===== config.mk =====
export PLATFORM = sky130hd
export DESIGN_NAME = key_value_option_tokenizer_core
export DESIGN_NICKNAME = d
export VERILOG_FILES = /design/src/sv/kvot_pkg.sv /design/src/sv/kvot_front.sv /design/src/sv/kvot_back.sv /design/src/sv/key_value_option_tokenizer_core.sv
export VERILOG_INCLUDE_DIRS = /design/src /design/src/sv
export SDC_FILE = /design/constraint.sdc
export NUM_CORES = 1
export LEC_CHECK = 0
export BUFFER_PORTS_ARGS = -buffer_cell sky130_fd_sc_hd__buf_2
export CAP_MARGIN = 40
export CORE_ASPECT_RATIO = 0.6
export CORE_MARGIN = 1.5
export CORE_UTILIZATION = 30
export CTS_BUF_LIST = sky130_fd_sc_hd__clkbuf_8 sky130_fd_sc_hd__clkbuf_16
export CTS_CLUSTER_DIAMETER = 80
export DETAILED_ROUTE_END_ITERATION = 7
export PLACE_DENSITY = 0.57
export SLEW_MARGIN = 20
export SYNTH_ARGS = -nofsm -noshare
export SYNTH_HDL_FRONTEND = slang
export SYNTH_SLANG_ARGS = --single-unit
export TNS_END_PERCENT = 50

===== constraint.sdc =====
create_clock -name clk -period 3 [get_ports clk]
set_clock_uncertainty 0.05 [all_clocks]
set_input_delay 0.6 -clock clk [delete_from_list [all_inputs] [get_ports clk]]
set_output_delay 0.6 -clock clk [all_outputs]
set_load 0.01 [all_outputs]

===== src/sv/key_value_option_tokenizer_core_assert.svh =====
// ----------------------------------------------------------------------------
// Key/value option tokenizer assertion macros
// Concurrent check macros, compiled out when ASSERT_OFF is defined.
// ----------------------------------------------------------------------------
`ifndef KEY_VALUE_OPTION_TOKENIZER_CORE_ASSERT_SVH
`define KEY_VALUE_OPTION_TOKENIZER_CORE_ASSERT_SVH

`ifndef ASSERT_OFF

`define KVOT_ASSERT_IMPLY(label, clk, rst_n, cond, prop) \
	label: assert property (@(posedge clk) disable iff (!rst_n) (cond) |-> (prop)) \
		else $error("kvot: implication violated");

`define KVOT_ASSERT_NEVER(label, clk, rst_n, cond) \
	label: assert property (@(posedge clk) disable iff (!rst_n) !(cond)) \
		else $error("kvot: forbidden condition");

`else

`define KVOT_ASSERT_IMPLY(label, clk, rst_n, cond, prop)

`define KVOT_ASSERT_NEVER(label, clk, rst_n, cond)

`endif

`endif


===== src/sv/kvot_pkg.sv =====
// ----------------------------------------------------------------------------
// Key/value option tokenizer package
// Shared types and constants for the front classifier and back scanner.
// ----------------------------------------------------------------------------
package kvot_pkg;

	localparam int CHAR_W  = 16;
	localparam int START_W = 12;
	localparam int LEN_W   = 13;
	localparam int TDATA_OUT_W = 56;

	localparam logic [CHAR_W-1:0] CH_SPACE = 16'h0020;
	localparam logic [CHAR_W-1:0] CH_EQUAL = 16'h003D;
	localparam logic [CHAR_W-1:0] CH_QUOTE = 16'h0022;

	localparam logic [START_W-1:0] START_FIELD_MAX  = 12'd4095;
	localparam logic [LEN_W-1:0]   LENGTH_FIELD_MAX = 13'd4096;

	localparam int QD    = 2;
	localparam int PTR_W = (QD > 1) ? $clog2(QD) : 1;
	localparam int LVL_W = $clog2(QD + 1);

	typedef struct packed {
		logic is_space;
		logic is_equal;
		logic is_quote;
		logic last;
	} token_t;

	typedef struct packed {
		logic             full;
		logic             empty;
		logic [LVL_W-1:0] level;
	} q_status_t;

	typedef struct packed {
		logic               overflow;
		logic               value_present;
		logic [LEN_W-1:0]   value_length;
		logic [START_W-1:0] value_start;
		logic               key_present;
		logic [LEN_W-1:0]   key_length;
		logic [START_W-1:0] key_start;
	} item_t;

endpackage


===== src/sv/kvot_front.sv =====
// ----------------------------------------------------------------------------
// Key/value option tokenizer front end
// Classifies each character and queues the token for the back scanner.
// ----------------------------------------------------------------------------
module kvot_front (
	input  logic                          clk,
	input  logic                          arst_n,
	input  logic                          s_tvalid,
	output logic                          s_tready,
	input  logic [kvot_pkg::CHAR_W-1:0]   char_code,
	input  logic                          last_of_line,
	output logic                          tok_valid,
	output kvot_pkg::token_t              tok,
	input  logic                          tok_pop,
	output kvot_pkg::q_status_t           q_stat
);
	import kvot_pkg::*;

	token_t           entry_q [QD];
	logic [PTR_W-1:0] wr_ptr_q;
	logic [PTR_W-1:0] rd_ptr_q;
	logic [LVL_W-1:0] level_q;
	token_t           tok_in;
	logic             push;

	always_comb begin
		tok_in.is_space = (char_code == CH_SPACE);
		tok_in.is_equal = (char_code == CH_EQUAL);
		tok_in.is_quote = (char_code == CH_QUOTE);
		tok_in.last     = last_of_line;
	end

	assign s_tready     = (level_q != LVL_W'(QD));
	assign push         = s_tvalid && s_tready;
	assign tok_valid    = (level_q != '0);
	assign tok          = entry_q[rd_ptr_q];
	assign q_stat.full  = !s_tready;
	assign q_stat.empty = !tok_valid;
	assign q_stat.level = level_q;

	always_ff @(posedge clk) begin
		if (push) begin
			entry_q[wr_ptr_q] <= tok_in;
		end
	end

	always_ff @(posedge clk or negedge arst_n) begin
		if (!arst_n) begin
			wr_ptr_q <= '0;
			rd_ptr_q <= '0;
			level_q  <= '0;
		end else begin
			if (push) begin
				wr_ptr_q <= (wr_ptr_q == PTR_W'(QD - 1)) ? '0 : wr_ptr_q + 1'b1;
			end
			if (tok_pop) begin
				rd_ptr_q <= (rd_ptr_q == PTR_W'(QD - 1)) ? '0 : rd_ptr_q + 1'b1;
			end
			unique case ({push, tok_pop})
				2'b10:   level_q <= level_q + 1'b1;
				2'b01:   level_q <= level_q - 1'b1;
				default: level_q <= level_q;
			endcase
		end
	end

endmodule


===== src/sv/kvot_back.sv =====
// ----------------------------------------------------------------------------
// Key/value option tokenizer back end
// Runs the scan state machine on queued tokens and registers finished items.
// ----------------------------------------------------------------------------
module kvot_back #(
	parameter int MAX_LINE = 4096
) (
	input  logic             clk,
	input  logic             arst_n,
	input  logic             tok_valid,
	input  kvot_pkg::token_t tok,
	output logic             tok_pop,
	output logic             m_tvalid,
	input  logic             m_tready,
	output kvot_pkg::item_t  item
);
	import kvot_pkg::*;

	localparam int PW = $clog2(MAX_LINE + 1);
	localparam int EW = (PW > LEN_W) ? PW : LEN_W;
	localparam logic [PW-1:0] LIMIT    = PW'(MAX_LINE);
	localparam logic [PW-1:0] LAST_POS = PW'(MAX_LINE - 1);

	typedef enum logic [1:0] {
		MODE_SKIP,
		MODE_KEY,
		MODE_ASSIGN,
		MODE_VALUE
	} mode_t;

	mode_t         mode_q, mode_n;
	logic [PW-1:0] pos_q;
	logic [PW-1:0] key_start_q, key_start_n;
	logic [PW-1:0] key_len_q, key_len_n;
	logic [PW-1:0] val_start_q, val_start_n;
	logic [PW-1:0] val_len_q, val_len_n;
	logic          eq_q, eq_n;
	logic          quoted_q, quoted_n;
	logic          closed_q, closed_n;
	logic          ovf_q, ovf_n;
	logic          m_tvalid_q;
	item_t         item_q;

	logic [PW-1:0] pc;
	logic          emit;
	logic          kp, vp;
	logic [EW-1:0] ks_e, kl_e, vs_e, vl_e;
	item_t         item_n;

	function automatic logic [PW-1:0] grow(input logic [PW-1:0] len);
		return (len < LIMIT) ? len + 1'b1 : LIMIT;
	endfunction

	assign tok_pop  = tok_valid && (!m_tvalid_q || m_tready);
	assign m_tvalid = m_tvalid_q;
	assign item     = item_q;

	always_comb begin
		ovf_n       = ovf_q || (pos_q >= LIMIT);
		pc          = (pos_q >= LIMIT) ? LAST_POS : pos_q;
		mode_n      = mode_q;
		key_start_n = key_start_q;
		key_len_n   = key_len_q;
		val_start_n = val_start_q;
		val_len_n   = val_len_q;
		eq_n        = eq_q;
		quoted_n    = quoted_q;
		closed_n    = closed_q;
		emit        = 1'b0;
		unique case (mode_q)
			MODE_KEY: begin
				if (tok.is_space) begin
					eq_n   = 1'b0;
					mode_n = MODE_ASSIGN;
				end else if (tok.is_equal) begin
					eq_n   = 1'b1;
					mode_n = MODE_ASSIGN;
				end else begin
					key_len_n = grow(key_len_q);
				end
			end
			MODE_ASSIGN: begin
				if (tok.is_space) begin
					mode_n = MODE_ASSIGN;
				end else if (tok.is_equal && !eq_q) begin
					eq_n = 1'b1;
				end else begin
					val_start_n = pc;
					val_len_n   = PW'(1);
					quoted_n    = tok.is_quote;
					closed_n    = 1'b0;
					mode_n      = MODE_VALUE;
				end
			end
			MODE_VALUE: begin
				if (tok.is_space && (!quoted_q || closed_q)) begin
					emit   = 1'b1;
					mode_n = MODE_SKIP;
				end else begin
					if (quoted_q && tok.is_quote) begin
						closed_n = 1'b1;
					end
					val_len_n = grow(val_len_q);
				end
			end
			MODE_SKIP: begin
				if (!tok.is_space) begin
					key_start_n = tok.is_equal ? '0 : pc;
					key_len_n   = tok.is_equal ? '0 : PW'(1);
					val_start_n = '0;
					val_len_n   = '0;
					eq_n        = tok.is_equal;
					quoted_n    = 1'b0;
					closed_n    = 1'b0;
					mode_n      = tok.is_equal ? MODE_ASSIGN : MODE_KEY;
				end
			end
			default: mode_n = MODE_SKIP;
		endcase
		if (tok.last && (mode_n != MODE_SKIP)) begin
			emit = 1'b1;
		end

		kp   = (key_len_n != '0);
		vp   = (val_len_n != '0);
		ks_e = EW'(key_start_n);
		kl_e = EW'(key_len_n);
		vs_e = EW'(val_start_n);
		vl_e = EW'(val_len_n);
		item_n.key_start     = !kp ? '0 :
			(ks_e > EW'(START_FIELD_MAX)) ? START_FIELD_MAX : ks_e[START_W-1:0];
		item_n.key_length    = !kp ? '0 :
			(kl_e > EW'(LENGTH_FIELD_MAX)) ? LENGTH_FIELD_MAX : kl_e[LEN_W-1:0];
		item_n.key_present   = kp;
		item_n.value_start   = !vp ? '0 :
			(vs_e > EW'(START_FIELD_MAX)) ? START_FIELD_MAX : vs_e[START_W-1:0];
		item_n.value_length  = !vp ? '0 :
			(vl_e > EW'(LENGTH_FIELD_MAX)) ? LENGTH_FIELD_MAX : vl_e[LEN_W-1:0];
		item_n.value_present = vp;
		item_n.overflow      = ovf_n;
	end

	always_ff @(posedge clk or negedge arst_n) begin
		if (!arst_n) begin
			mode_q      <= MODE_SKIP;
			pos_q       <= '0;
			key_start_q <= '0;
			key_len_q   <= '0;
			val_start_q <= '0;
			val_len_q   <= '0;
			eq_q        <= 1'b0;
			quoted_q    <= 1'b0;
			closed_q    <= 1'b0;
			ovf_q       <= 1'b0;
			m_tvalid_q  <= 1'b0;
			item_q      <= '0;
		end else if (tok_pop) begin
			m_tvalid_q <= emit;
			if (emit) begin
				item_q <= item_n;
			end
			if (tok.last) begin
				mode_q      <= MODE_SKIP;
				pos_q       <= '0;
				key_start_q <= '0;
				key_len_q   <= '0;
				val_start_q <= '0;
				val_len_q   <= '0;
				eq_q        <= 1'b0;
				quoted_q    <= 1'b0;
				closed_q    <= 1'b0;
				ovf_q       <= 1'b0;
			end else begin
				mode_q      <= mode_n;
				pos_q       <= grow(pos_q);
				key_start_q <= key_start_n;
				key_len_q   <= key_len_n;
				val_start_q <= val_start_n;
				val_len_q   <= val_len_n;
				eq_q        <= eq_n;
				quoted_q    <= quoted_n;
				closed_q    <= closed_n;
				ovf_q       <= ovf_n;
			end
		end else if (m_tready) begin
			m_tvalid_q <= 1'b0;
		end
	end

endmodule


===== src/sv/key_value_option_tokenizer_core.sv =====
// ----------------------------------------------------------------------------
// Key/value option tokenizer core
// Splits a stream of 16-bit characters into key/value items with positions.
// ----------------------------------------------------------------------------
// A result is registered in the token queue and then in the item register before m_tvalid.
// Throughput: one character per cycle, unless a pending result is held while m_tready is low.
// A two-entry token queue decouples the classifier from the scanner.
// Reset (arst_n low) empties the queue, drops any pending result and
// starts a fresh line at position 0.
`include "key_value_option_tokenizer_core_assert.svh"

module key_value_option_tokenizer_core #(
	parameter int MAX_LINE = 4096
) (
	input  logic        clk,
	input  logic        arst_n,
	input  logic        s_tvalid,
	output logic        s_tready,
	input  logic [15:0] s_tdata,   // [15:0] char_code
	input  logic        s_tlast,   // last_of_line
	output logic        m_tvalid,
	input  logic        m_tready,
	output logic [55:0] m_tdata    // [11:0] key_start, [24:12] key_length,
	                               // [25] key_present, [37:26] value_start,
	                               // [50:38] value_length, [51] value_present,
	                               // [52] overflow, [55:53] zero
);
	import kvot_pkg::*;

	logic      tok_valid;
	token_t    tok;
	logic      tok_pop;
	q_status_t q_stat;
	item_t     out_item;

	kvot_front u_front (
		.clk          (clk),
		.arst_n       (arst_n),
		.s_tvalid     (s_tvalid),
		.s_tready     (s_tready),
		.char_code    (s_tdata),
		.last_of_line (s_tlast),
		.tok_valid    (tok_valid),
		.tok          (tok),
		.tok_pop      (tok_pop),
		.q_stat       (q_stat)
	);

	kvot_back #(
		.MAX_LINE (MAX_LINE)
	) u_back (
		.clk       (clk),
		.arst_n    (arst_n),
		.tok_valid (tok_valid),
		.tok       (tok),
		.tok_pop   (tok_pop),
		.m_tvalid  (m_tvalid),
		.m_tready  (m_tready),
		.item      (out_item)
	);

	assign m_tdata = {(TDATA_OUT_W - $bits(item_t))'(0), out_item};

	`KVOT_ASSERT_NEVER(a_queue_level, clk, arst_n, q_stat.level > LVL_W'(QD))
	`KVOT_ASSERT_IMPLY(a_pop_nonempty, clk, arst_n, tok_pop, !q_stat.empty)
	`KVOT_ASSERT_IMPLY(a_key_len, clk, arst_n, m_tvalid && out_item.key_present, out_item.key_length != '0)
	`KVOT_ASSERT_IMPLY(a_val_len, clk, arst_n, m_tvalid && out_item.value_present, out_item.value_length != '0)

endmodule


# Yosys cells after proc, flatten, opt, wreduce, memory -nomap -nowiden
# Memory sizes are Yosys's and may differ from the RTL's.
# Index checks and enable logic that the tools add are counted.
[totals]
ff_bits = 129
ram_bits = 8
inputBits = 21
wordCells = 151
n_memories = 1
[classes]
addsub = 7
n_lt_le_gt_ge = 8
n_eq_ne = 16
n_mux = 72
reduce_logical = 26
[mem_list]
columns = ["name", "words", "width", "rd", "rd_ports_with_merged_regs", "wr", "line", "text"]
rows = [
  ["u_front.entry_q", 2, 4, 1, 0, 1, "kvot_front.sv:19", "token_t entry_q [QD];"],
]
[ops]
columns = ["cell", "count"]
rows = [
  ["2-to-1 mux 13 bit", 26],
  ["case mux 13 bit (2 select lines)", 2],
  ["equality test 16 x 6 -> 1 bit (second input constant)", 3],
  ["2-to-1 mux 12 bit", 4],
  ["adder 13 x 1 -> 13 bit (second input constant)", 3],
  ["less-than comparator 13 bit (second input constant)", 3],
  ["case mux 13 bit (3 select lines)", 1],
  ["greater-than comparator 13 x 12 -> 1 bit (second input constant)", 2],
  ["greater-than comparator 13 bit (second input constant)", 2],
  ["2-to-1 mux 1 bit", 26],
  ["nonzero test 13 bit", 2],
  ["2-to-1 mux 2 bit", 8],
  ["greater-or-equal comparator 13 bit (second input constant)", 1],
  ["case mux 2 bit (4 select lines)", 1],
  ["nonzero test 2 bit", 4],
  ["nonzero test 4 bit", 2],
  ["AND reduction 7 bit", 1],
  ["equality test 2 bit (second input constant)", 3],
  ["logical AND 1 bit", 6],
  ["inequality test 3 x 1 -> 1 bit (second input constant)", 2],
  ["inequality test 3 x 2 -> 1 bit (second input constant)", 2],
  ["inequality test 3 bit (second input constant)", 2],
  ["case mux 1 bit (3 select lines)", 2],
  ["AND reduction 6 bit", 1],
  ["other kinds (14)", 20],
]

# Longest topological paths before layout
# Gate-level depths: netlist of run 1.
[depth]
word_depth = 9
depth_mapped = 11
ltp_nobuf = 8

# Modules after synthesis
# From an unflattened synthesis of run 1, not the netlist that was laid out.
[hier_totals]
cells_unflattened = 803
hier_area_um2 = 7332.0
[by_module_without_submodules]
columns = ["module", "instances", "cells_each", "area_per_inst_um2", "seq_area_each_um2"]
rows = [
  ["kvot_back", 1, 758, 6734.0, 3128.0],
  ["kvot_front", 1, 41, 571.8, 340.3],
  ["key_value_option_tokenizer_core", 1, 4, 26.3, 0.0],
]

# Worst setup path before layout of run 1
# No wires, ideal clock.
[synth_path]
kind = "register to register"
startpoint = "reg u_front.rd_ptr_q"
endpoint = "reg u_back.item_q, in the netlist u_back.item[29]"
arrival_time_ns = 2.407
required_ns = 2.829
path_slack_ns = 0.422
stages_incl_launch_ff = 10
synth_period_minus_slack_ns = 2.578
cell_sequence = "dfrtp_1 -> buf_6 -> mux2_4 -> a311o_1 -> a22o_1 -> a22o_1 -> nor4b_4 -> a31oi_2 -> buf_6 -> a22o_1"
[synth_between]
elab_chain_cells = 9
[synth_lines]
columns = ["element", "line", "text"]
rows = [
  ["start, declared", "kvot_front.sv:21", "logic [PTR_W-1:0] rd_ptr_q;"],
  ["start signal, assigned", "kvot_front.sv:57", "rd_ptr_q <= (rd_ptr_q == PTR_W'(QD - 1)) ? '0 : rd_ptr_q + 1'b1;"],
  ["memory (2 x 4 bit) (*)", "--", ""],
  ["branches (longest 8 deep; another with greater-than comparator 13 x 12 -> 1 bit)", "--", ""],
  ["end signal, assigned", "kvot_back.sv:160", "item_q <= item_n;"],
  ["end, declared", "kvot_back.sv:42", "item_t item_q;"],
]
# Mark *: on every way between the ends.
# A chain may end at the register's enable or synchronous reset.

# Worst setup path after layout of run 1
[layout_path]
startpoint = "reg u_front.rd_ptr_q"
endpoint = "reg u_back.item_q, in the netlist u_back.item[37]"
# Same word-level chain as after synthesis.

==> run metrics, run 1 <==
status=finished, final reports clean; Mapped Area=slightly below 7000 sq um; unrepaired setup endpoints after global routing=false; # fillers=2330; fin util=0.3761; cts bufs inserted=17; CTS H-tree lvls=4; Synth area leaders=dfrtp_1 (46%), o21ai_0 (6.2%), a22o_1 (5.0%), nand2_1 (5.0%), edfxtp_1 (3.5%); Synth Instances=726; syn avg cell area=9.577 sq um; Least-Margin Pin Slew=652.0 ps; Tot GR Track Use=0.1712; Vias=6003; setup slack after layout=about 220 ps; Most used DFF post-synth=dfrtp_1; final period utilization=0.9275; gpl congestion=0.9513; R2R Path Start=u_front.rd_ptr_q; Routed wire per std cell=17.31 um; Reg area=3468 sq um; Max Cap Viol=0; pwr dens=846.8 nW/um^2; headroom to the max-slew limit=0.5653; row count=42; Ys Warns=0; die height=120.9 um; Setup crit end kind=flop; WL final=19.63 mm; DRC viols=0; largest area contributor in the netlist=dfrtp_1; drt first pass iters=5; Initial Util=0.3106; Worst-path clk slew=60 ps; clk buf depth=2; CTS Root Cell=clkbuf_16; crit path max fanout=21; Clock Latency Late Sink=430 ps; Final nets=839; ANT cells=0; IO Count=79; FF-to-FF End=u_back.item[37]; final count of negative-setup-slack endpoints=0; initial antenna violation count=0; area of the die=24130 sq um; Yosys cell types=70; share of the synthesized area in the top cell type=0.4643; Via density=around 5.3; endpoints failing hold=0; Post-synth EDFFs=8; Area Overhead vs Synth=21.09%; Fin Setup TNS=0 ps; remaining antenna violation count=0; layout cell share with drive strength beyond 1=0.2022; Post-DP HPWL=approximately 14 mm; flop2flop setup slack=around 220 ps; Max Slew Vio Count=0; pre-CTS setup slack=119.9 ps; r2r worst-path depth=8; asr flop ratio synth=0.9416; I/O Buffers=75; minimum clock period=around 2800 ps; width of the die=between 150 and 200 um; Clock Sinks=137; GR Overflow Total=0; largest net degree at the start of global routing=67; Worst VDD drop=between 0.5 and 0.6 mV; global-route wire length before repair=about 32 mm; area occupied by multi-input gates=3224 sq um; CTS tree=done; Yosys reg bits=137; register area share after synthesis=0.4988; fmax=0.3594 GHz; P_leak=3.726 nW; CP Launch Type=flop; vias in the first global route=between 5000 and 6000; WP data required=3260 ps; Worst Path Arrival=3040 ps; Critical Setup Path Class=reg -> reg; Hold WC Path Type=in -> async; initial detailed-routing violation count=625; # Post-CTS Setup Buffers=0; Core Box Area=between 20000 and 25000 sq um
==> sequential cells by signal (all words and copies together) (netlist names) <==
signal and count:
u_front.entry_q 8, u_back.key_len_q 13, u_front.level_q 2, u_back.m_tvalid 1, u_back.closed_q 1, u_front.rd_ptr_q 1
u_back.mode_q 2, u_back.val_len_q 13, u_back.item 53, u_back.ovf_q 1, u_front.wr_ptr_q 1, u_back.key_start_q 13
u_back.pos_q 13, u_back.val_start_q 13, u_back.eq_q 1, u_back.quoted_q 1
==> kinds of logic (layout without fill, tap and decap cells) <==
family	Yosys count	in the layout	share of synthesized area
flip-flops	137	137	0.4988
AO/OA/AOI/OAI	235	235	0.2327
adder cells (fa/ha/maj)	5	5	0.008998
AND/OR/NAND/NOR	263	263	0.1839
XOR/XNOR	11	11	0.01386
buffers and inverters	62	160	0.04193
multiplexers	12	12	0.01926
other	1	3	0.0005393
==> worst max-delay path, stage by stage, from the launching register on <==
cell and delay, ps:
dfrtp_1 440, mux2_4 440, a311oi_4 500, nor2_1 200
a22oi_1 300, nor4b_4 250, a31oi_2 110, buf_4 180
a22o_1 180
==> cell usage after synthesis, drive strengths merged, types with 8 or more instances <==
cell type and n:
a21oi 23, a22o 40, a31oi 14, a32o 13, and3 8, buf 13
clkbuf 37, dfrtp 129, edfxtp 8, inv 12, nand2 93, nand3 26
nand4 10, nor2 57, nor2b 8, nor3 12, o21ai 86, o22ai 16
or3 15
==> worst max-delay path by stage <==
stage | depth (start not counted) | slack (ps) | end | start
after floorplan | 9 | 420 | u_back.item[29] | u_front.rd_ptr_q
after global placement | 7 | 240 | u_back.item[11] | u_front.rd_ptr_q
after detailed placement | 7 | 120 | u_back.item[5] | u_front.rd_ptr_q
after CTS | 7 | 90 | u_back.item[5] | u_front.rd_ptr_q
after global routing | 7 | 40 | u_back.item[11] | u_front.rd_ptr_q
final | 8 | 220 | u_back.item[37] | u_front.rd_ptr_q
==> where the power goes <==
group / switching, mW / internal (mW)
sequential: 0.193 / 2.07
combinational: 1.83 / 0.923
clock: 0.927 / 1.18
total: 2.95 / 4.17
==> cells in the final DEF, fill, tap and decap left out, drive strengths merged, types with 12 or more instances in the layout <==
| cell type | synthesis | final |
|---|---|---|
| buf | 13 | 116 |
| nor2 | 57 | 57 |
| clkbuf | 37 | 17 |
| nor3 | 12 | 12 |
| nand2 | 93 | 93 |
| a22o | 40 | 40 |
| a31oi | 14 | 14 |
| a21oi | 23 | 23 |
| nand3 | 26 | 26 |
| dfrtp | 129 | 129 |
| inv | 12 | 22 |
| o22ai | 16 | 16 |
| a32o | 13 | 13 |
| or3 | 15 | 15 |
| o21ai | 86 | 86 |
==> cell type report <==
class / instances / area share
well taps: 308 / 0.04577
clock inverters: 15 / 0.01858
inverters: 12 / 0.005350
flip-flops and latches: 137 / 0.4119
clock buffers: 17 / 0.05053
multi-input cells: 529 / 0.3830
repair buffers: 116 / 0.08486
==> metal layers <==
metal	global-route usage	wire, um
met1	0.2801	10520
met2	0.2155	7471
met3	0.04308	1463
met4	0.03900	168
met5	0	0
==> through the flow <==
step / area (sq um) / hold slack, ps / instances / total power, mW
final: 8419 / 106.1 / 1134 / 7.130
after global routing: 8419 / 156.2 / 1134 / 7.568
after CTS: 8411 / 141.4 / 1134 / 7.163
after detailed placement: 7829 / 414.1 / 1102 / 5.037
after global placement: 7829 / 406.0 / 1102 / 5.038
after floorplan: 6960 / 254.4 / 728 / 4.089
==> timing repair <==
| action | 4_1_cts | 5_1_grt |
|---|---|---|
| gates resized for setup | 0 | 1 |
| hold buffers | 0 | 0 |
| setup endpoints to repair | 0 | 12 |
Note: power is estimated with default switching activity, not from simulation.
==> inputs of run 2 (changes only) <==
--- a/config.mk
+++ b/config.mk
@@ -6,6 +6,7 @@
 export SDC_FILE = /design/constraint.sdc
 export NUM_CORES = 1
 export LEC_CHECK = 0
+export ABC_AREA = 1
 export BUFFER_PORTS_ARGS = -buffer_cell sky130_fd_sc_hd__buf_2
 export CAP_MARGIN = 40
 export CORE_ASPECT_RATIO = 0.6
@@ -14,7 +15,7 @@
 export CTS_BUF_LIST = sky130_fd_sc_hd__clkbuf_8 sky130_fd_sc_hd__clkbuf_16
 export CTS_CLUSTER_DIAMETER = 80
 export DETAILED_ROUTE_END_ITERATION = 7
-export PLACE_DENSITY = 0.57
+export PLACE_DENSITY = 0.56
 export SLEW_MARGIN = 20
 export SYNTH_ARGS = -nofsm -noshare
 export SYNTH_HDL_FRONTEND = slang
==> run 2 against run 1 <==
Against the previous run:
- synthesized area is 6.6% higher
- critical path depth is 5 higher
- via count is 9.2% higher
- sequential power hardly changed
- core utilization is 1.3 points lower
- first-iteration DRC count is 0.48% higher
- non-clock buffer count is 27 lower
- combinational power is 9.4% higher
==> run metrics, run 2 <==
Worst-path clk slew=70 ps (about the same); setup slack after layout=236.1 ps (+18.69 ps); CTS tree=done; status=finished, final reports clean; CTS Root Cell=clkbuf_16; crit path max fanout=57 (+170%); WL final=21.42 mm (+9.1%); minimum clock period=2764 ps (-18.69 ps); initial antenna violation count=0 (unchanged); P_leak=4.714 nW (+27%); post-cts hold buffer count=0 (unchanged); CTS H-tree lvls=4 (unchanged); Setup crit end kind=flop; WP data required=3270 ps (about the same); Least-Margin Pin Slew=730.7 ps (+78.68 ps); Hold WC Path Type=in -> async; syn avg cell area=7.732 sq um (-19%); most frequent cells in the layout=nand2_1 (296), dfrtp_1 (129), inv_1 (110), nand3_1 (87), buf_2 (74); Tot GR Track Use=0.1763 (+0.005033); Post-Layout Cell Count=1365 (+20%); DP Cell Count=1333 (+21%); pwr dens=874.9 nW/um^2 (+3.3%); gpl congestion=0.8823 (-7.3%); die height=124.8 um (+3.2%); cts bufs inserted=17 (unchanged); Via density=4.804 (-9.2%); Simple-Gate Fraction of Synth Area=0.3081 (+0.1242); fin area=8788 sq um (+4.4%); CP max stage delay=560 ps (+60 ps); worst hold slack=125.6 ps (+19.56 ps); fmax=0.3618 GHz (+0.68%); Synth area leaders=dfrtp_1 (44%), nand2_1 (15%), nand3_1 (5.9%), inv_1 (5.5%), o21ai_0 (3.4%); CP Launch Type=flop; Most used DFF post-synth=dfrtp_1; Clock Latency Late Sink=440 ps (about the same); Mapped Area=7415 sq um (+6.6%); Core Box Area=24220 sq um (+8.2%); # Post-CTS Setup Buffers=0 (unchanged); Synth Instances=959 (+32%); width of the die=206.0 um (+3.2%); final period utilization=0.9213 (-0.006229); mux contribution to synthesized area=0 (-0.01925); vias in the first global route=6182 (+11%); Synth Area in Compound Gates=0.1139 (-0.1188); register area share after synthesis=0.4678 (-0.03106); DRC viols=0 (unchanged); share of the synthesized area in the top cell type=0.4354 (-0.02891); Vias=6558 (+9.2%); largest area contributor in the netlist=dfrtp_1; Worst VDD drop=0.3484 mV (-31%); Worst Path Arrival=3030 ps (about the same); Max Slew Vio Count=0 (unchanged); endpoints failing hold=0 (unchanged); most common cell after layout, fill and taps aside=nand2_1; clk buf depth=2 (unchanged); Largest register FFs=53 (unchanged); I/O Buffers=75 (unchanged); slowest CP cell=dfrtp_1; unrepaired setup endpoints after global routing=false; area of the die=25700 sq um (+6.5%); Synth Area in XOR/XNOR=0.005906 (-0.007950); Resized cells post-CTS=0 (unchanged); critical path, cell by cell=nand2_2, nand2_4, nand2_2, inv_1, nor2_1, nor3_1, nand2_1, o21ai_2, a21oi_4, inv_2, buf_12, nand2_1, o21ai_0; remaining antenna violation count=0 (unchanged); Ys Warns=0 (unchanged); Clock Sinks=137 (unchanged); asr flop ratio synth=0.9416 (unchanged); largest net degree at the start of global routing=69 (+3.0%); Initial Util=0.3061 (-0.004491); Critical Setup Path Class=reg -> reg; Post-DP HPWL=15.14 mm (+5.4%); final count of negative-setup-slack endpoints=0 (unchanged); IO Count=79 (unchanged); most common cell in the netlist=nand2_1; Area Overhead vs Synth=18.53%; Yosys cell types=53 (-24%); Final nets=1056 (+26%); global-route wire length before repair=34.94 mm (+9.3%); row count=44 (+4.8%); Fin Setup TNS=0 ps (unchanged); headroom to the max-slew limit=0.5129 (-0.05245); layout cell share with drive strength beyond 1=0.1755 (-0.02672); Yosys reg bits=137 (unchanged); Routed wire per std cell=15.69 um (-9.4%); largest family of logic cells by synthesized area=simple AND/OR/NAND/NOR gates; placed cell areas=8117 sq um (+3.7%); initial detailed-routing violation count=628 (+0.48%); Max Cap Viol=0 (unchanged); Post-synth EDFFs=8 (unchanged); Synth Area in Adders=0.008437 (-0.0005603); GR Overflow Total=0 (unchanged); Post-synth top cells=nand2_1 (298), dfrtp_1 (129), inv_1 (108), nand3_1 (87), nor2_1 (56); pre-CTS setup slack=60.65 ps (-59.24 ps); ANT cells=0 (unchanged); drt first pass iters=6 (+1)
run 2: cell types whose count changed after synthesis, sizes merged, moves of 14 or more:
cell | before | now
nand2 | 93 | 312
inv | 12 | 122
nand3 | 26 | 98
a22o | 40 | 1
o21ai | 86 | 57
clkbuf | 37 | 12
o22ai | 16 | 32
or3 | 15 | 0
buf | 13 | 27
run 2: layout make-up:
type | count | area [sq um]
clock buffer | 21 | 491.7
fill | 2535 | 15430
sequential | 137 | 3468
multi-input combinational | 662 | 3268
inverter | 123 | 466.7
timing repair buffer | 89 | 524.3
tap | 322 | 402.9
clock inverter | 11 | 166.4
run 2: worst max-delay path: cells and delay by family, from the launching register on:
family | cells | cell delay (ps)
compound gates | 3 | 460
flops | 1 | 560
buf+inv | 3 | 460
simple gates | 7 | 1110
run 2: report_power, final:
| group | switching [mW] | internal (mW) |
|---|---|---|
| clock network | 0.861 | 1.51 |
| registers | 0.186 | 2.11 |
| logic | 2.21 | 0.812 |
| total | 3.26 | 4.43 |
run 2: through the flow:
step                      power, mW  utilization
after floorplan               4.387            -
after global placement        5.295       0.3351
after detailed placement      5.307       0.3351
after CTS                     7.712       0.3622
after global routing          8.160       0.3628
final                         7.689       0.3628
run 2: final timing paths:
kind	start	to	slack, ps	cells after the start
max in group asynchronous	arst_n	u_back.val_start_q[9]	2090	2
min reg2reg	u_back.item[39]	u_back.item[39]	430	2
max	u_front.rd_ptr_q	u_back.item[24]	240	13
max reg2reg	u_front.rd_ptr_q	u_back.item[24]	240	13
min	arst_n	u_back.item[15]	130	1
min in group clk	m_tready	u_back.m_tvalid	310	2
run 2: logic make-up after synthesis:
kind of cell,after synthesis
other,1
adder cells (fa/ha/maj),5
XOR/XNOR,5
buffers and inverters,162
AO/OA/AOI/OAI,138
flip-flops,137
AND/OR/NAND/NOR,511
run 2: metal layers:
metal,GRT usage,part of all wire
met5,0,0
met4,0.04263,0.012
met3,0.04265,0.058
met2,0.2100,0.36
met1,0.2987,0.57
